## src/sv/lcdseq_pkg.sv

```systemverilog
// Package: operation codes, transfer descriptors and the transfer table of the sequencer.
package lcdseq_pkg;

  typedef enum logic [2:0] {
    OP_INIT       = 3'd0,
    OP_WRITE_CMD  = 3'd1,
    OP_WRITE_DATA = 3'd2,
    OP_CLEAR      = 3'd3,
    OP_SET_CURSOR = 3'd4
  } op_t;

  localparam int STEP_W          = 4;
  localparam int QUEUE_DEPTH_DEF = 2;

  localparam logic [7:0]  CMD_FUNC_8BIT   = 8'h38;
  localparam logic [7:0]  CMD_FUNC_4BIT   = 8'h28;
  localparam logic [7:0]  CMD_DISPLAY_ON  = 8'h0C;
  localparam logic [7:0]  CMD_ENTRY_MODE  = 8'h06;
  localparam logic [7:0]  CMD_CLEAR       = 8'h01;
  localparam logic [7:0]  CMD_DDRAM_ROW0  = 8'h80;
  localparam logic [7:0]  CMD_DDRAM_ROW1  = 8'hC0;
  localparam logic [3:0]  NIB_RESET       = 4'h3;
  localparam logic [3:0]  NIB_4BIT        = 4'h2;
  localparam logic [15:0] POWERUP_US      = 16'd40000;
  localparam logic [12:0] CMD_US          = 13'd50;
  localparam logic [12:0] CLEAR_US        = 13'd2050;
  localparam logic [12:0] RESET1_US       = 13'd5000;
  localparam logic [12:0] RESET2_US       = 13'd150;

  // One classified operation waiting for the back end.
  typedef struct packed {
    logic       is_init;
    logic       nibble_mode;
    logic       rs;
    logic [7:0] data;
    logic       long_wait;
  } desc_t;

  // One bus transfer.
  typedef struct packed {
    logic        rs;
    logic [7:0]  bus_value;
    logic [15:0] wait_before;
    logic [12:0] wait_after;
    logic        last;
  } xfer_t;

  // Transfer number 'step' of the run that descriptor 'd' expands into.
  function automatic xfer_t xfer_at(desc_t d, logic [STEP_W-1:0] step);
    xfer_t             x;
    logic [STEP_W-1:0] bstep;
    logic [1:0]        bidx;
    logic [7:0]        byte_v;
    logic              last_byte;
    logic              long_v;
    logic              end_of_byte;
    x = '0;
    if (d.is_init && d.nibble_mode && (step < STEP_W'(4))) begin
      // raw reset nibbles of the 4-bit wake-up
      x.rs        = 1'b0;
      x.bus_value = {4'h0, (step == STEP_W'(3)) ? NIB_4BIT : NIB_RESET};
      x.wait_before = (step == '0) ? POWERUP_US : 16'd0;
      if (step == '0) begin
        x.wait_after = RESET1_US;
      end else if (step == STEP_W'(1)) begin
        x.wait_after = RESET2_US;
      end else begin
        x.wait_after = 13'd0;
      end
      x.last = 1'b0;
    end else begin
      bstep = (d.is_init && d.nibble_mode) ? step - STEP_W'(4) : step;
      bidx  = d.nibble_mode ? bstep[2:1] : bstep[1:0];
      if (!d.is_init) begin
        byte_v = d.data;
      end else begin
        case (bidx)
          2'd0:    byte_v = d.nibble_mode ? CMD_FUNC_4BIT : CMD_FUNC_8BIT;
          2'd1:    byte_v = CMD_DISPLAY_ON;
          2'd2:    byte_v = CMD_ENTRY_MODE;
          default: byte_v = CMD_CLEAR;
        endcase
      end
      last_byte   = !d.is_init || (bidx == 2'd3);
      long_v      = d.is_init ? (bidx == 2'd3) : d.long_wait;
      end_of_byte = !d.nibble_mode || bstep[0];
      x.rs = d.rs;
      if (!d.nibble_mode) begin
        x.bus_value = byte_v;
      end else if (bstep[0]) begin
        x.bus_value = {4'h0, byte_v[3:0]};
      end else begin
        x.bus_value = {4'h0, byte_v[7:4]};
      end
      x.wait_before = (d.is_init && !d.nibble_mode && (step == '0)) ? POWERUP_US : 16'd0;
      x.wait_after  = end_of_byte ? (long_v ? CLEAR_US : CMD_US) : 13'd0;
      x.last        = last_byte && end_of_byte;
    end
    return x;
  endfunction

endpackage

```

## src/sv/lcdseq_if.sv

```systemverilog
// Channel interfaces of the sequencer: operation input, transfer output, configuration write.
interface lcdseq_in_if;
  logic       valid;
  logic       ready;
  logic [2:0] operation;
  logic [7:0] value;
  logic [3:0] column;
  logic       row;
  modport source (output valid, output operation, output value, output column,
                  output row, input ready);
  modport sink   (input valid, input operation, input value, input column,
                  input row, output ready);
endinterface

interface lcdseq_out_if;
  logic        valid;
  logic        ready;
  logic        register_select;
  logic [7:0]  bus_value;
  logic [15:0] wait_before_us;
  logic [12:0] wait_after_us;
  logic        last;
  modport source (output valid, output register_select, output bus_value,
                  output wait_before_us, output wait_after_us, output last,
                  input ready);
  modport sink   (input valid, input register_select, input bus_value,
                  input wait_before_us, input wait_after_us, input last,
                  output ready);
endinterface

interface lcdseq_cfg_if;
  logic valid;
  logic ready;
  logic bus_mode;
  modport source (output valid, output bus_mode, input ready);
  modport sink   (input valid, input bus_mode, output ready);
endinterface

```

## src/sv/lcdseq_front.sv

```systemverilog
// Front end: accept operations, classify them into descriptors, drop unknown codes.
module lcdseq_front
  import lcdseq_pkg::*;
(
  input  logic         clk,
  input  logic         rst_n,
  lcdseq_in_if.sink    in_ch,
  input  logic         bus_mode,
  output logic         push_valid,
  input  logic         push_ready,
  output desc_t        push_desc
);

  logic  v_r, v_nxt;
  desc_t d_r, d_nxt;
  logic  accept;
  logic  known;
  desc_t cls;

  assign in_ch.ready = !v_r || push_ready;
  assign accept      = in_ch.valid && in_ch.ready;

  always_comb begin
    cls             = '0;
    cls.nibble_mode = bus_mode;
    known           = 1'b1;
    case (op_t'(in_ch.operation))
      OP_INIT:       cls.is_init = 1'b1;
      OP_WRITE_CMD:  cls.data = in_ch.value;
      OP_WRITE_DATA: begin
        cls.rs   = 1'b1;
        cls.data = in_ch.value;
      end
      OP_CLEAR: begin
        cls.data      = CMD_CLEAR;
        cls.long_wait = 1'b1;
      end
      OP_SET_CURSOR: begin
        cls.data = (in_ch.row ? CMD_DDRAM_ROW1 : CMD_DDRAM_ROW0) | {4'h0, in_ch.column};
      end
      default: known = 1'b0;
    endcase
  end

  always_comb begin
    v_nxt = v_r;
    d_nxt = d_r;
    if (accept && known) begin
      v_nxt = 1'b1;
      d_nxt = cls;
    end else if (push_ready) begin
      v_nxt = 1'b0;
    end
  end

  always_ff @(posedge clk) begin
    if (!rst_n) begin
      v_r <= 1'b0;
    end else begin
      v_r <= v_nxt;
    end
    d_r <= d_nxt;
  end

  assign push_valid = v_r;
  assign push_desc  = d_r;

endmodule

```

## src/sv/lcdseq_queue.sv

```systemverilog
// Descriptor queue between the front end and the back end.
module lcdseq_queue
  import lcdseq_pkg::*;
#(
  parameter int DEPTH = QUEUE_DEPTH_DEF
) (
  input  logic  clk,
  input  logic  rst_n,
  input  logic  push_valid,
  output logic  push_ready,
  input  desc_t push_desc,
  output logic  q_valid,
  input  logic  q_pop,
  output desc_t q_desc
);

  localparam int AW = (DEPTH > 1) ? $clog2(DEPTH) : 1;
  localparam int CW = $clog2(DEPTH + 1);

  desc_t         mem_r [DEPTH];
  logic [AW-1:0] wr_ptr_r, wr_ptr_nxt;
  logic [AW-1:0] rd_ptr_r, rd_ptr_nxt;
  logic [CW-1:0] count_r, count_nxt;
  logic          push;
  logic          pop;

  assign push_ready = (count_r != CW'(DEPTH));
  assign q_valid    = (count_r != '0);
  assign push       = push_valid && push_ready;
  assign pop        = q_pop && q_valid;
  assign q_desc     = mem_r[rd_ptr_r];

  always_comb begin
    wr_ptr_nxt = wr_ptr_r;
    rd_ptr_nxt = rd_ptr_r;
    count_nxt  = count_r;
    if (push) begin
      wr_ptr_nxt = (wr_ptr_r == AW'(DEPTH - 1)) ? '0 : wr_ptr_r + AW'(1);
    end
    if (pop) begin
      rd_ptr_nxt = (rd_ptr_r == AW'(DEPTH - 1)) ? '0 : rd_ptr_r + AW'(1);
    end
    if (push && !pop) begin
      count_nxt = count_r + CW'(1);
    end else if (pop && !push) begin
      count_nxt = count_r - CW'(1);
    end
  end

  always_ff @(posedge clk) begin
    if (!rst_n) begin
      wr_ptr_r <= '0;
      rd_ptr_r <= '0;
      count_r  <= '0;
    end else begin
      wr_ptr_r <= wr_ptr_nxt;
      rd_ptr_r <= rd_ptr_nxt;
      count_r  <= count_nxt;
    end
    if (push) begin
      mem_r[wr_ptr_r] <= push_desc;
    end
  end

endmodule

```

## src/sv/lcdseq_back.sv

```systemverilog
// Back end: step through the head descriptor's run, one transfer per unstalled cycle.
module lcdseq_back
  import lcdseq_pkg::*;
(
  input  logic          clk,
  input  logic          rst_n,
  input  logic          q_valid,
  input  desc_t         q_desc,
  output logic          q_pop,
  lcdseq_out_if.source  out_ch
);

  logic              out_v_r, out_v_nxt;
  xfer_t             out_x_r, out_x_nxt;
  logic [STEP_W-1:0] step_r, step_nxt;
  xfer_t             x;
  logic              load;

  assign x     = xfer_at(q_desc, step_r);
  assign load  = q_valid && (!out_v_r || out_ch.ready);
  assign q_pop = load && x.last;

  always_comb begin
    out_v_nxt = out_v_r;
    out_x_nxt = out_x_r;
    step_nxt  = step_r;
    if (load) begin
      out_v_nxt = 1'b1;
      out_x_nxt = x;
      step_nxt  = x.last ? '0 : step_r + STEP_W'(1);
    end else if (out_ch.ready) begin
      out_v_nxt = 1'b0;
    end
  end

  always_ff @(posedge clk) begin
    if (!rst_n) begin
      out_v_r <= 1'b0;
      step_r  <= '0;
    end else begin
      out_v_r <= out_v_nxt;
      step_r  <= step_nxt;
    end
    out_x_r <= out_x_nxt;
  end

  assign out_ch.valid           = out_v_r;
  assign out_ch.register_select = out_x_r.rs;
  assign out_ch.bus_value       = out_x_r.bus_value;
  assign out_ch.wait_before_us  = out_x_r.wait_before;
  assign out_ch.wait_after_us   = out_x_r.wait_after;
  assign out_ch.last            = out_x_r.last;

endmodule

```

## src/sv/character_lcd_bus_sequencer.sv

```systemverilog
// Top level of the character display bus sequencer.
//
// Turns display operations (power-up init, write command, write data, clear,
// set cursor) into the run of enable-strobed bus transfers an HD44780-style
// controller expects; each output transfer carries register select, the bus
// value (full byte in 8-bit mode, high then low nibble in the low bits in
// 4-bit mode), the wait before and the wait after the strobe in microseconds,
// and a last flag on the final transfer of the run. Actual pin timing,
// including the implied 2 us high / 2 us low enable pulse, is done downstream.
// Rate: the back end emits one transfer per clock while the output is not
// stalled; an operation expands into 1 (8-bit byte), 2 (4-bit byte), 4 (8-bit
// init) or 12 (4-bit init) transfers. The front end takes one operation per
// clock while the descriptor queue (QUEUE_DEPTH entries) has room, so
// operations arrive back to back; the first transfer of an operation passes
// the front-end register, the descriptor queue and the back-end output
// register before it appears. Operation codes 5 to 7 are taken and dropped
// with no output. bus_mode is sampled when an operation is accepted; write
// it only while the block is idle. The configuration port is always ready.
module character_lcd_bus_sequencer
  import lcdseq_pkg::*;
#(
  parameter int QUEUE_DEPTH = QUEUE_DEPTH_DEF
) (
  input  logic         clk,
  input  logic         rst_n,
  lcdseq_in_if.sink    in_ch,
  lcdseq_out_if.source out_ch,
  lcdseq_cfg_if.sink   cfg_ch
);

  logic  bus_mode_r, bus_mode_nxt;
  logic  push_valid;
  logic  push_ready;
  desc_t push_desc;
  logic  q_valid;
  logic  q_pop;
  desc_t q_desc;

  // Config register: take every write transfer.
  assign cfg_ch.ready = 1'b1;
  assign bus_mode_nxt = cfg_ch.valid ? cfg_ch.bus_mode : bus_mode_r;

  always_ff @(posedge clk) begin
    if (!rst_n) begin
      bus_mode_r <= 1'b0;
    end else begin
      bus_mode_r <= bus_mode_nxt;
    end
  end

  // Classify operations; hold one descriptor until the queue takes it.
  lcdseq_front u_front (
    .clk        (clk),
    .rst_n      (rst_n),
    .in_ch      (in_ch),
    .bus_mode   (bus_mode_r),
    .push_valid (push_valid),
    .push_ready (push_ready),
    .push_desc  (push_desc)
  );

  // Decouple the front end from the back end so each stalls on its own.
  lcdseq_queue #(
    .DEPTH (QUEUE_DEPTH)
  ) u_queue (
    .clk        (clk),
    .rst_n      (rst_n),
    .push_valid (push_valid),
    .push_ready (push_ready),
    .push_desc  (push_desc),
    .q_valid    (q_valid),
    .q_pop      (q_pop),
    .q_desc     (q_desc)
  );

  // Expand the head descriptor into transfers; pop it on its last transfer.
  lcdseq_back u_back (
    .clk     (clk),
    .rst_n   (rst_n),
    .q_valid (q_valid),
    .q_desc  (q_desc),
    .q_pop   (q_pop),
    .out_ch  (out_ch)
  );

endmodule

```

## src/flat_wrapper.sv

```systemverilog
// flat-port wrapper written by rule: the top's interface ports become plain ports
module character_lcd_bus_sequencer_flat import lcdseq_pkg::*;
#(
  parameter int QUEUE_DEPTH = QUEUE_DEPTH_DEF
)
  (clk, rst_n, in_ch_valid, in_ch_operation, in_ch_value, in_ch_column, in_ch_row, in_ch_ready, out_ch_valid, out_ch_register_select, out_ch_bus_value, out_ch_wait_before_us, out_ch_wait_after_us, out_ch_last, out_ch_ready, cfg_ch_valid, cfg_ch_bus_mode, cfg_ch_ready);
  lcdseq_in_if in_ch_i ();
  lcdseq_out_if out_ch_i ();
  lcdseq_cfg_if cfg_ch_i ();
  input  logic clk;
  input  logic rst_n;
  input wire logic [$bits(in_ch_i.valid)-1:0] in_ch_valid;
  input wire logic [$bits(in_ch_i.operation)-1:0] in_ch_operation;
  input wire logic [$bits(in_ch_i.value)-1:0] in_ch_value;
  input wire logic [$bits(in_ch_i.column)-1:0] in_ch_column;
  input wire logic [$bits(in_ch_i.row)-1:0] in_ch_row;
  output wire logic [$bits(in_ch_i.ready)-1:0] in_ch_ready;
  output wire logic [$bits(out_ch_i.valid)-1:0] out_ch_valid;
  output wire logic [$bits(out_ch_i.register_select)-1:0] out_ch_register_select;
  output wire logic [$bits(out_ch_i.bus_value)-1:0] out_ch_bus_value;
  output wire logic [$bits(out_ch_i.wait_before_us)-1:0] out_ch_wait_before_us;
  output wire logic [$bits(out_ch_i.wait_after_us)-1:0] out_ch_wait_after_us;
  output wire logic [$bits(out_ch_i.last)-1:0] out_ch_last;
  input wire logic [$bits(out_ch_i.ready)-1:0] out_ch_ready;
  input wire logic [$bits(cfg_ch_i.valid)-1:0] cfg_ch_valid;
  input wire logic [$bits(cfg_ch_i.bus_mode)-1:0] cfg_ch_bus_mode;
  output wire logic [$bits(cfg_ch_i.ready)-1:0] cfg_ch_ready;
  assign in_ch_i.valid = in_ch_valid;
  assign in_ch_i.operation = in_ch_operation;
  assign in_ch_i.value = in_ch_value;
  assign in_ch_i.column = in_ch_column;
  assign in_ch_i.row = in_ch_row;
  assign in_ch_ready = in_ch_i.ready;
  assign out_ch_valid = out_ch_i.valid;
  assign out_ch_register_select = out_ch_i.register_select;
  assign out_ch_bus_value = out_ch_i.bus_value;
  assign out_ch_wait_before_us = out_ch_i.wait_before_us;
  assign out_ch_wait_after_us = out_ch_i.wait_after_us;
  assign out_ch_last = out_ch_i.last;
  assign out_ch_i.ready = out_ch_ready;
  assign cfg_ch_i.valid = cfg_ch_valid;
  assign cfg_ch_i.bus_mode = cfg_ch_bus_mode;
  assign cfg_ch_ready = cfg_ch_i.ready;
  character_lcd_bus_sequencer #(.QUEUE_DEPTH(QUEUE_DEPTH)) u_core (.clk(clk), .rst_n(rst_n), .in_ch(in_ch_i), .out_ch(out_ch_i), .cfg_ch(cfg_ch_i));
endmodule
```

## config.mk

```make
export PLATFORM = sky130hd
export DESIGN_NAME = character_lcd_bus_sequencer_flat
export DESIGN_NICKNAME = d
export VERILOG_FILES = /design/src/sv/lcdseq_pkg.sv /design/src/sv/lcdseq_if.sv /design/src/sv/lcdseq_front.sv /design/src/sv/lcdseq_queue.sv /design/src/sv/lcdseq_back.sv /design/src/sv/character_lcd_bus_sequencer.sv /design/src/flat_wrapper.sv
export SDC_FILE = /design/constraint.sdc
export NUM_CORES = 1
export LEC_CHECK = 0
export BUFFER_PORTS_ARGS = -buffer_cell sky130_fd_sc_hd__buf_2
export CAP_MARGIN = 40
export CELL_PAD_IN_SITES_DETAIL_PLACEMENT = 1
export CELL_PAD_IN_SITES_GLOBAL_PLACEMENT = 2
export CORE_UTILIZATION = 36
export DETAILED_ROUTE_END_ITERATION = 6
export PLACE_DENSITY_LB_ADDON = 0.1
export SLEW_MARGIN = 5
export SYNTH_ARGS = -nofsm -noshare
export SYNTH_HDL_FRONTEND = slang
export SYNTH_SLANG_ARGS = --single-unit
```

## constraint.sdc

```tcl
create_clock -name clk -period 3.4 [get_ports clk]
set_clock_uncertainty 0.2 [all_clocks]
set_input_delay 1.02 -clock clk [delete_from_list [all_inputs] [get_ports clk]]
set_output_delay 1.02 -clock clk [all_outputs]
set_load 0.005 [all_outputs]
```

== Word level (Yosys, flattened, before mapping) ==
Memory sizes are Yosys's and may differ from the RTL's. A register that Yosys moved wholly into a read port is not among the register bits.
Cells that the tools add are included.

* Memories: 1
* ROM bits: 0
* Input port bits: 22
* Latch bits: 0
* Register bits: 62
* RAM bits: 24

* Multiplexer cells: 35
* Shifts and indexed selects: 0
* Bitwise gates (word level): 1
* Order comparisons: 1
* $add $sub $neg: 6
* Equal/unequal tests: 10
* Div/mod/pow operators: 0
* Reductions and logical operators: 32
* Multipliers: 0

{| class="wikitable"
|+ Memory list
! name !! words !! bits a word !! read ports !! clocked after Yosys merged registers in !! write ports !! line !! RTL
|-
| u_core.u_queue.mem_r || 2 || 12 || 1 || 1 || 1 || lcdseq_queue.sv:20 || <nowiki>desc_t mem_r [DEPTH];</nowiki>
|}

{| class="wikitable"
|+ Operators by type and width
! cell !! count
|-
| 34-bit 2-to-1 mux || 1
|-
| 16-bit 2-to-1 mux || 2
|-
| 12-bit 2-to-1 mux || 2
|-
| 8-bit 2-to-1 mux || 3
|-
| 8-bit one-hot mux with 3 select lines || 1
|-
| 6-bit one-hot mux with 3 select lines || 1
|-
| 1-bit 2-to-1 mux || 16
|-
| 1-bit logical AND || 13
|-
| 13-bit 2-to-1 mux || 1
|-
| 4-bit 2-to-1 mux || 2
|-
| 8-bit by 4-bit OR with 8-bit output || 1
|-
| 2-bit nonzero test || 4
|-
| 7-bit 2-to-1 mux || 1
|-
| 3-bit by 2-bit == test with 1-bit output, second input constant || 2
|-
| 1-bit logical NOT || 6
|-
| 2-bit 2-to-1 mux || 3
|-
| 5-bit 2-to-1 mux || 1
|-
| 5-bit OR reduction || 1
|-
| 4-bit by 1-bit adder with 4-bit output, second input constant || 1
|-
| 2-bit == test, second input constant || 2
|-
| 4-bit by 1-bit == test with 1-bit output, second input constant || 1
|-
| 4-bit by 2-bit == test with 1-bit output, second input constant || 1
|-
| 4-bit logical NOT || 1
|-
| 1-bit logical OR || 4
|-
| 13 further kinds || 14
|}

== Depth between registers and ports, before layout ==
Gate-level depths: netlist of the first run.

* Word-level depth: 14
* Depth in mapped cells: 13

== By module ==
Synthesis of the first run repeated with hierarchy kept, for this count alone.

* Cell total of the unflattened synthesis: 238
* Area, all modules: 3072.9 um2

{| class="wikitable"
|+ Modules (own cells, without submodules)
! module !! cells each !! times used !! sequential area each (um2) !! area an instance (um2)
|-
| lcdseq_back || 134 || 1 || 640.6 || 1370.1
|-
| lcdseq_queue || 61 || 1 || 820.8 || 1103.6
|-
| lcdseq_front || 38 || 1 || 380.4 || 551.8
|-
| character_lcd_bus_sequencer || 5 || 1 || 20.0 || 47.5
|}

== Least setup slack after synthesis of the first run ==
Ideal clock, no wire load.

* Path kind: register to register
* From: reg with a tool-made name
* To: reg u_core.u_queue.count_r[1]
* Data required time: 3124 ps
* Path buffers: 2
* Arrival: 2732 ps
* Path slack: 392 ps
* Stages on the path, launching flop included: 13
* Cell sequence: dfxtp_1 > buf_4 > buf_2 > mux2_2 > nor2_1 > a21o_1 > ha_1 > nor2_2 > nor4_4 > inv_1 > ha_1 > or3_1 > a21boi_0

{| class="wikitable"
|+ RTL lines
! item !! line !! RTL
|-
| to (signal assigned) || lcdseq_queue.sv:58 || <nowiki>count_r <= count_nxt;</nowiki>
|-
| to (decl) || lcdseq_queue.sv:23 || <nowiki>logic [CW-1:0] count_r, count_nxt;</nowiki>
|}

==> qor.txt, run 1 <==
=================================================================================
Result of the run .................................................. finished, final reports clean
Total number of clock tree sinks ...................................           66
Power Dens Cells ...................................................   686 nW/µm²
Kind of start point of the critical path ...........................     register
Final critical-path required period ................................      2.93 ns
Post-cts resize count ..............................................            0
Clock root cell ....................................................     clkbuf_8
Commonest cells post-synth ......................................... edfxtp_1, buf_4, nor2_1, nand2_1, dfxtp_1
Max-slew violations ................................................            0
Achievable frequency ...............................................    0.341 GHz
Crit-path slowest cell .............................................      dfxtp_1
Layout overhead on the synthesized area ............................        18.3%
Number of post-CTS setup repair buffers ............................            0
Core box area ......................................................     8180 µm²
Post-DR vias/cell ..................................................         4.59
Number of distinct library cells after synthesis ...................           47
R2r endpoint ....................................................... u_core.u_queue.count_r[1]
Kind of cell with the highest combined delay on the critical path .. simple AND/OR/NAND/NOR gates
Rel. slew slack ....................................................        49.6%
Fraction of layout instances using a drive strength above 1 ........        29.2%
Routed wire length .................................................      5270 µm
Placed cell area ...................................................     3310 µm²
Highest cell delay on the worst timing path ........................      0.46 ns
Overall die height .................................................      93.7 µm
CP Capture Point ................................................... u_core.u_queue.count_r[1]
Area share of the largest cell type after synthesis ................        53.6%
CTS max path bufs ..................................................            2
Placed wire-length estimate after detailed placement ...............      3860 µm
Period Utilization, post-route .....................................        86.1%
Flops & latches, synth .............................................           66
Number of failing hold endpoints at the final stage ................            0
Maximum VDD drop ...................................................       220 µV
Worst path most repeated cell ......................................         ha_1
Port Buf Inserts ...................................................           48
Post-detailed-route count of antenna-violating nets ................            0
Reg-to-reg setup timing slack ......................................      0.47 ns
Clock latency at the later pin of the worst-skew pair ..............      0.34 ns
Series of cell instances along the critical path ................... buf_4 > mux2i_2 > nor2_1 > a21oi_1 > ha_1 > nor2_2 > nor4_4 > inv_1 > ha_1 > or3_1 > a21boi_0
Sequential element share of the synthesized area ...................        61.5%
Accumulated negative setup slack ...................................         0 ns
Maximum number of pins on one net before global-route repair .......           21
Cts-stage hold buffer count ........................................            0
Final design area excluding fillers ................................     3580 µm²
Final nets .........................................................          313
Leakage power summed over all cells ................................      1.41 nW
Die extent in x ....................................................      93.7 µm
Slew at the pin with the worst max-slew slack ......................     0.749 ns
Global-route wire length before repair .............................      8430 µm
Most instantiated library cell after synthesis .....................     edfxtp_1
Buf/Inv on CP ......................................................            2
Final routed DRC violation total ...................................            0
Instance count on the critical path ................................           11
Std cell rows ......................................................           33
Fillers ............................................................          882
Async set or reset register ratio after synthesis ..................           0%
Critical setup path kind ........................................... register to register
Effective utilization at floorplan .................................        37.0%
Number of diodes added for antenna fixing ..........................            0
Kind of path behind the tightest hold check ........................ register to register
Worst reg2reg path depth ...........................................           11
Highest fanout seen on the critical path ...........................           10
Vias ...............................................................         1805
Total overflow reported by the global router .......................            0
Antenna violations before repair ...................................            0
H-tree depth reported by CTS .......................................            3
RSZ-0062 raised after global routing ...............................        false
Number of failing setup endpoints in the final timing report .......            0
Global placer's final weighted congestion ..........................        0.730
WL per Instance ....................................................      13.4 µm
Flip-flop cell with the highest count after synthesis ..............     edfxtp_1
Largest area contributor in the netlist ............................     edfxtp_1
Syn Area/Cell ......................................................     13.1 µm²
Cell area after technology mapping .................................     3030 µm²
WP data required ...................................................      3.47 ns
Arr. time, crit path ...............................................      3.00 ns
Count of flip-flops with a built-in enable after synthesis .........           54
Clock slew seen by the registers of the worst setup and hold paths .      0.08 ns
Total clock buffers created by CTS .................................            9
Via count of the first global-routing pass .........................         1707
Count of max-cap constraint violations .............................            0
Top area cells in the synthesized netlist .......................... edfxtp_1, dfxtp_1, buf_4
Overall global routing resource usage ..............................        13.2%
Detailed-routing iteration count for the pre-antenna-repair pass ...            4
Total number of yosys warnings .....................................            0
Synthesized instance count .........................................          231
CP endpoint kind ...................................................     register
Area enclosed by the die boundary ..................................     8770 µm²
Drt initial violations .............................................           27
TritonCTS clock tree ...............................................         done
Boundary pin count .................................................           64
=================================================================================
## how the worst min path moves through the flow
stage,start,endpoint,slack [ns],cells after the start
2_1_floorplan,u_core.bus_mode_r,u_core.u_front.push_desc[10],0.21,0
3_3_place_gp,u_core.u_front.push_desc[2],u_core.u_queue.mem_r[0][2],0.22,0
3_5_place_dp,u_core.u_front.push_desc[2],u_core.u_queue.mem_r[1][2],0.23,0
4_1_cts,u_core.u_front.push_desc[9],u_core.u_queue.mem_r[1][9],0.25,0
5_1_grt,u_core.u_front.push_desc[1],u_core.u_queue.mem_r[0][1],0.26,0
6_report,u_core.u_front.push_desc[2],u_core.u_queue.mem_r[1][2],0.25,0
## layer usage
layer  GRT usage, %  vias to the layer above  part of all wire [%]  wire length, µm
met4           6.15                        0                   1.2               61
met3           4.37                        4                   5.3              279
li1               -                      904                     -                -
met1           15.7                      836                    44             2330
met2           21.7                       61                    49             2590
met5              0                        -                     0                0
## metrics by stage
stage	util (%)	cells	power (mW)	worst slack, ns	hold slack, ns
2_1_floorplan	-	244	1.45	0.392	0.208
5_1_grt	43.8	393	2.58	0.292	0.257
4_1_cts	43.8	393	2.49	0.423	0.249
3_5_place_dp	40.5	377	1.61	0.444	0.231
3_3_place_gp	40.5	376	1.60	0.537	0.225
6_report	43.8	393	2.45	0.472	0.248
## cell usage in the layout (no fill, tap or decap), types with 5 or more instances in the layout
cell,instances
dfxtp_1,12
edfxtp_1,54
conb_1,15
ha_1,8
nor2_1,18
mux2_2,6
o21ai_0,6
buf_2,48
and2_1,5
mux2i_1,10
buf_4,8
nand2_1,15
clkbuf_8,9
inv_1,7
## logic make-up after synthesis
| family | synth area share [%] |
|---|---|
| flops | 61.5 |
| simple gates | 11.5 |
| buf+inv | 7.28 |
| compound gates | 7.98 |
| mux | 6.74 |
| fa+ha+maj | 3.31 |
| xor+xnor | 1.45 |
| other cells | 0.248 |
## power breakdown
group / internal (mW) / switching [mW] / total (mW)
Sequential: 1.03 / 0.0578 / 1.08
Combinational: 0.222 / 0.278 / 0.500
Clock: 0.561 / 0.310 / 0.871
## flip-flops by register name (all words and copies together) (netlist names), 2 cells and up, named ones only
| signal | cells |
|---|---|
| u_core.u_back.out_ch.wait_after_us | 7 |
| u_core.u_back.step_r | 4 |
| u_core.u_queue.mem_r | 24 |
| u_core.u_queue.count_r | 2 |
| u_core.u_front.push_desc | 12 |
| u_core.u_back.out_ch.bus_value | 8 |
## final cells by class
type	count	area, µm²	area share, %
Sequential cell	66	1860	52.0
Multi-Input combinational cell	143	995	27.8
Timing Repair Buffer	56	300	8.39
Clock inverter	7	141	3.95
Tap cell	105	131	3.67
Clock buffer	9	124	3.46
Inverter	7	26.3	0.734
Note: power is estimated with default switching activity, not from simulation.
==> run 2, diff against run 1 <==
- CORE_MARGIN: not set -> 4
- CTS_CLUSTER_DIAMETER: not set -> 50
- SYNTH_HIERARCHICAL: not set -> 1
==> qor.txt, run 2 <==
=================================================================================================================
Achievable frequency ...............................................................................    0.327 GHz   was 0.341 GHz
Number of post-CTS setup repair buffers ............................................................            0   unchanged
CP endpoint kind ...................................................................................     register   unchanged
Post-detailed-route count of antenna-violating nets ................................................            0   unchanged
Core box area ......................................................................................     8260 µm²   was 8180 µm²
Area share of and/or/nand/nor cells after synthesis ................................................        13.0%   was 11.5%
Number of failing setup endpoints in the final timing report .......................................            0   unchanged
Share of synthesized area spent on multiplexers ....................................................        6.56%   was 6.74%
Leakage power summed over all cells ................................................................      1.41 nW   about the same
CTS max path bufs ..................................................................................            2   unchanged
Flops & latches, synth .............................................................................           66   unchanged
Number of failing hold endpoints at the final stage ................................................            0   unchanged
Overall global routing resource usage ..............................................................        12.0%   was 13.2%
Multi-input gate area in the final layout ..........................................................     1010 µm²   was 995 µm²
Clock latency at the later pin of the worst-skew pair ..............................................      0.34 ns   about the same
WP data required ...................................................................................      3.48 ns   was 3.47 ns
Clock slew seen by the registers of the worst setup and hold paths .................................      0.08 ns   about the same
Cell area after technology mapping .................................................................     3070 µm²   was 3030 µm²
Sequential element share of the synthesized area ...................................................        60.6%   was 61.5%
Sw power ...........................................................................................     0.470 mW   was 0.646 mW
Die extent in x ....................................................................................       100 µm   was 93.7 µm
RSZ-0062 raised after global routing ...............................................................        false   unchanged
Combinational share of power .......................................................................        11.0%   was 20.4%
Count of max-cap constraint violations .............................................................            0   unchanged
Total number of yosys warnings .....................................................................            6   was 0
Internal power .....................................................................................      1.45 mW   was 1.81 mW
Arr. time, crit path ...............................................................................      3.14 ns   was 3.00 ns
Via count of the first global-routing pass .........................................................         1921   was 1707
Area enclosed by the die boundary ..................................................................    10100 µm²   was 8770 µm²
Total clock buffers created by CTS .................................................................            9   unchanged
Flip-flop count of the largest register after layout ...............................................           24   unchanged
Effective utilization at floorplan .................................................................        37.2%   was 37.0%
Max-slew violations ................................................................................            0   unchanged
Fillers ............................................................................................          893   was 882
Xor and xnor fraction of the mapped netlist area ...................................................        1.43%   was 1.45%
Number of diodes added for antenna fixing ..........................................................            0   unchanged
Layout overhead on the synthesized area ............................................................        15.3%   was 18.3%
Post-DR vias/cell ..................................................................................         4.55   was 4.59
Fraction of layout instances using a drive strength above 1 ........................................        32.6%   was 29.2%
Boundary pin count .................................................................................           64   unchanged
Cts-stage hold buffer count ........................................................................            0   unchanged
Slew at the pin with the worst max-slew slack ......................................................     0.579 ns   was 0.749 ns
Most utilized layer in the global route result .....................................................         met2   unchanged
Placed cell area ...................................................................................     3320 µm²   was 3310 µm²
Met1 routing resource usage after global routing ...................................................        15.0%   was 15.7%
Final design area excluding fillers ................................................................     3540 µm²   was 3580 µm²
Syn Area/Cell ......................................................................................     12.9 µm²   was 13.1 µm²
Overall die height .................................................................................       100 µm   was 93.7 µm
Port Buf Inserts ...................................................................................           48   unchanged
Drt initial violations .............................................................................           44   was 27
Result of the run .................................................................................. finished, final reports clean   unchanged
Period Utilization, post-route .....................................................................        90.0%   was 86.1%
Flip-flop cell with the highest count after synthesis ..............................................     edfxtp_1   unchanged
Routed wire length .................................................................................      5550 µm   was 5270 µm
Global Route met2 Usage ............................................................................        19.5%   was 21.7%
WL per Instance ....................................................................................      14.0 µm   was 13.4 µm
Arithmetic-cell share of the synthesized area counting full adders, half adders and majority gates .        3.66%   was 3.31%
Number of distinct library cells after synthesis ...................................................           47   unchanged
Top area cells in the synthesized netlist .......................................................... edfxtp_1, dfxtp_1, buf_4   unchanged
Sw frac ............................................................................................        24.5%   was 26.3%
Placed wire-length estimate after detailed placement ...............................................      4060 µm   was 3860 µm
Global placer's final weighted congestion ..........................................................        0.694   was 0.730
Count of flip-flops with a built-in enable after synthesis .........................................           54   unchanged
Clock root cell ....................................................................................     clkbuf_8   unchanged
Kind of path behind the tightest hold check ........................................................ register to register   unchanged
Final nets .........................................................................................          317   was 313
Total overflow reported by the global router .......................................................            0   unchanged
Final critical-path required period ................................................................      3.06 ns   was 2.93 ns
Critical setup path kind ........................................................................... register to register   unchanged
Synthesized instance count .........................................................................          238   was 231
Global-route wire length before repair .............................................................      9350 µm   was 8430 µm
H-tree depth reported by CTS .......................................................................            3   unchanged
Power Dens Cells ...................................................................................   542 nW/µm²   was 686 nW/µm²
Accumulated negative setup slack ...................................................................         0 ns   unchanged
Largest area contributor in the netlist ............................................................     edfxtp_1   unchanged
Leading cell type in the layout, fill and taps excluded ............................................     edfxtp_1   unchanged
TritonCTS clock tree ...............................................................................         done   unchanged
Maximum number of pins on one net before global-route repair .......................................           19   was 21
Highest fanout seen on the critical path ...........................................................            8   was 10
Post-cts resize count ..............................................................................            0   unchanged
Total number of clock tree sinks ...................................................................           66   unchanged
Commonest cells post-synth ......................................................................... edfxtp_1, buf_4, nand2_1, nor2_1   was edfxtp_1, buf_4, nor2_1, nand2_1, dfxtp_1
Fraction of the mapped netlist area in compound gates ..............................................        6.35%   was 7.98%
FF/Latch Area ......................................................................................     1860 µm²   unchanged
Area share of the largest cell type after synthesis ................................................        52.8%   was 53.6%
Final routed DRC violation total ...................................................................            0   unchanged
Vias ...............................................................................................         1800   was 1805
Detailed-routing iteration count for the pre-antenna-repair pass ...................................            4   unchanged
Most instantiated library cell after synthesis .....................................................     edfxtp_1   unchanged
Clock share of power ...............................................................................        39.0%   was 35.5%
Std cell rows ......................................................................................           33   unchanged
Kind of start point of the critical path ...........................................................     register   unchanged
Dominant combinational cell family by area after synthesis ......................................... simple AND/OR/NAND/NOR gates   unchanged
Antenna violations before repair ...................................................................            0   unchanged
Async set or reset register ratio after synthesis ..................................................           0%   unchanged
Leading cell types in the layout, fill and taps excluded ........................................... edfxtp_1, buf_2, nand2_1, conb_1, nor2_1   was edfxtp_1, buf_2, nor2_1, nand2_1, conb_1
Top register by number of flip-flops ............................................................... u_core/u_queue/mem_r   was u_core.u_queue.mem_r
Maximum VDD drop ...................................................................................       193 µV   was 220 µV
Rel. slew slack ....................................................................................        61.4%   was 49.6%
Power share of the sequential group ................................................................        50.0%   was 44.1%
Met3 Track Usage GR ................................................................................        2.43%   was 4.37%
=================================================================================================================
==> run 2: cell types whose count changed in the layout (fill, tap and decap cells not counted), moves of 4 or more <==
cell	delta
a22o_2	+4
mux2i_1	-6
a21oi_1	+4
a22o_1	-4
nand2b_1	+4
nor2_1	-4
a22oi_1	-4
mux2_2	+6
==> run 2: stage by stage <==
step | cells | utilization (%) | setup slack, ns | power [mW] | hold slack [ns]
final | 396 | 42.9 | 0.339 | 1.92 | 0.254
after global placement | 380 | 40.2 | 0.449 | 1.19 | 0.224
after CTS | 396 | 42.9 | 0.296 | 1.95 | 0.250
after detailed placement | 380 | 40.2 | 0.351 | 1.19 | 0.237
after floorplan | 251 | - | 0.298 | 1.13 | 0.208
after global routing | 396 | 42.9 | 0.115 | 2.01 | 0.266
==> run 2: area by class of cell <==
class,instances,area share [%]
clock buffer,9,3.50
clock inverter,7,2.86
inverter,10,1.06
multi-input combinational,146,28.5
sequential,66,52.6
tap,105,3.71
timing repair buffer,53,7.84
==> run 2: path summary, 6_finish.rpt <==
path | slack (ns) | to | depth (start not counted) | from
worst max-delay path | 0.34 | u_core/u_queue/count_r[1] | 11 | register
worst min-delay path | 0.25 | u_core/u_queue/mem_r[1][5] | 0 | u_core/u_front/push_desc[5]
worst max register to register | 0.34 | u_core/u_queue/count_r[1] | 11 | register
worst min register to register | 0.25 | u_core/u_queue/mem_r[1][5] | 0 | u_core/u_front/push_desc[5]
==> run 2: power groups by stage <==
stage	Sequential, mW	Combinational (mW)	Clock, mW
2_1_floorplan	0.978	0.153	0
3_3_place_gp	0.975	0.212	0
3_5_place_dp	0.979	0.215	0
4_1_cts	0.960	0.216	0.770
5_1_grt	0.965	0.241	0.808
6_report	0.959	0.211	0.748
==> run 2: routing by layer <==
metal  vias to the layer above  share of wire, %
met2                        59                47
li1                        899                 -
met3                         9               5.5
met5                         -                 0
met4                         0               2.7
met1                       833                44
==> run 2: critical path, cell delays in order, from the launching register on <==
cell and delay (ns):
dfxtp_1 0.37, mux2_2 0.37, xnor2_1 0.13, a21oi_1 0.32
ha_1 0.24, nand2b_1 0.16, nand3_4 0.13, nor2_1 0.12
o21ai_1 0.11, ha_1 0.33, or3_1 0.36, a21boi_1 0.15
==> run 2: logic make-up after synthesis <==
family / Yosys count
xor+xnor: 5
simple gates: 70
mux: 17
buf+inv: 39
fa+ha+maj: 9
other cells: 2
compound gates: 30
flops: 66
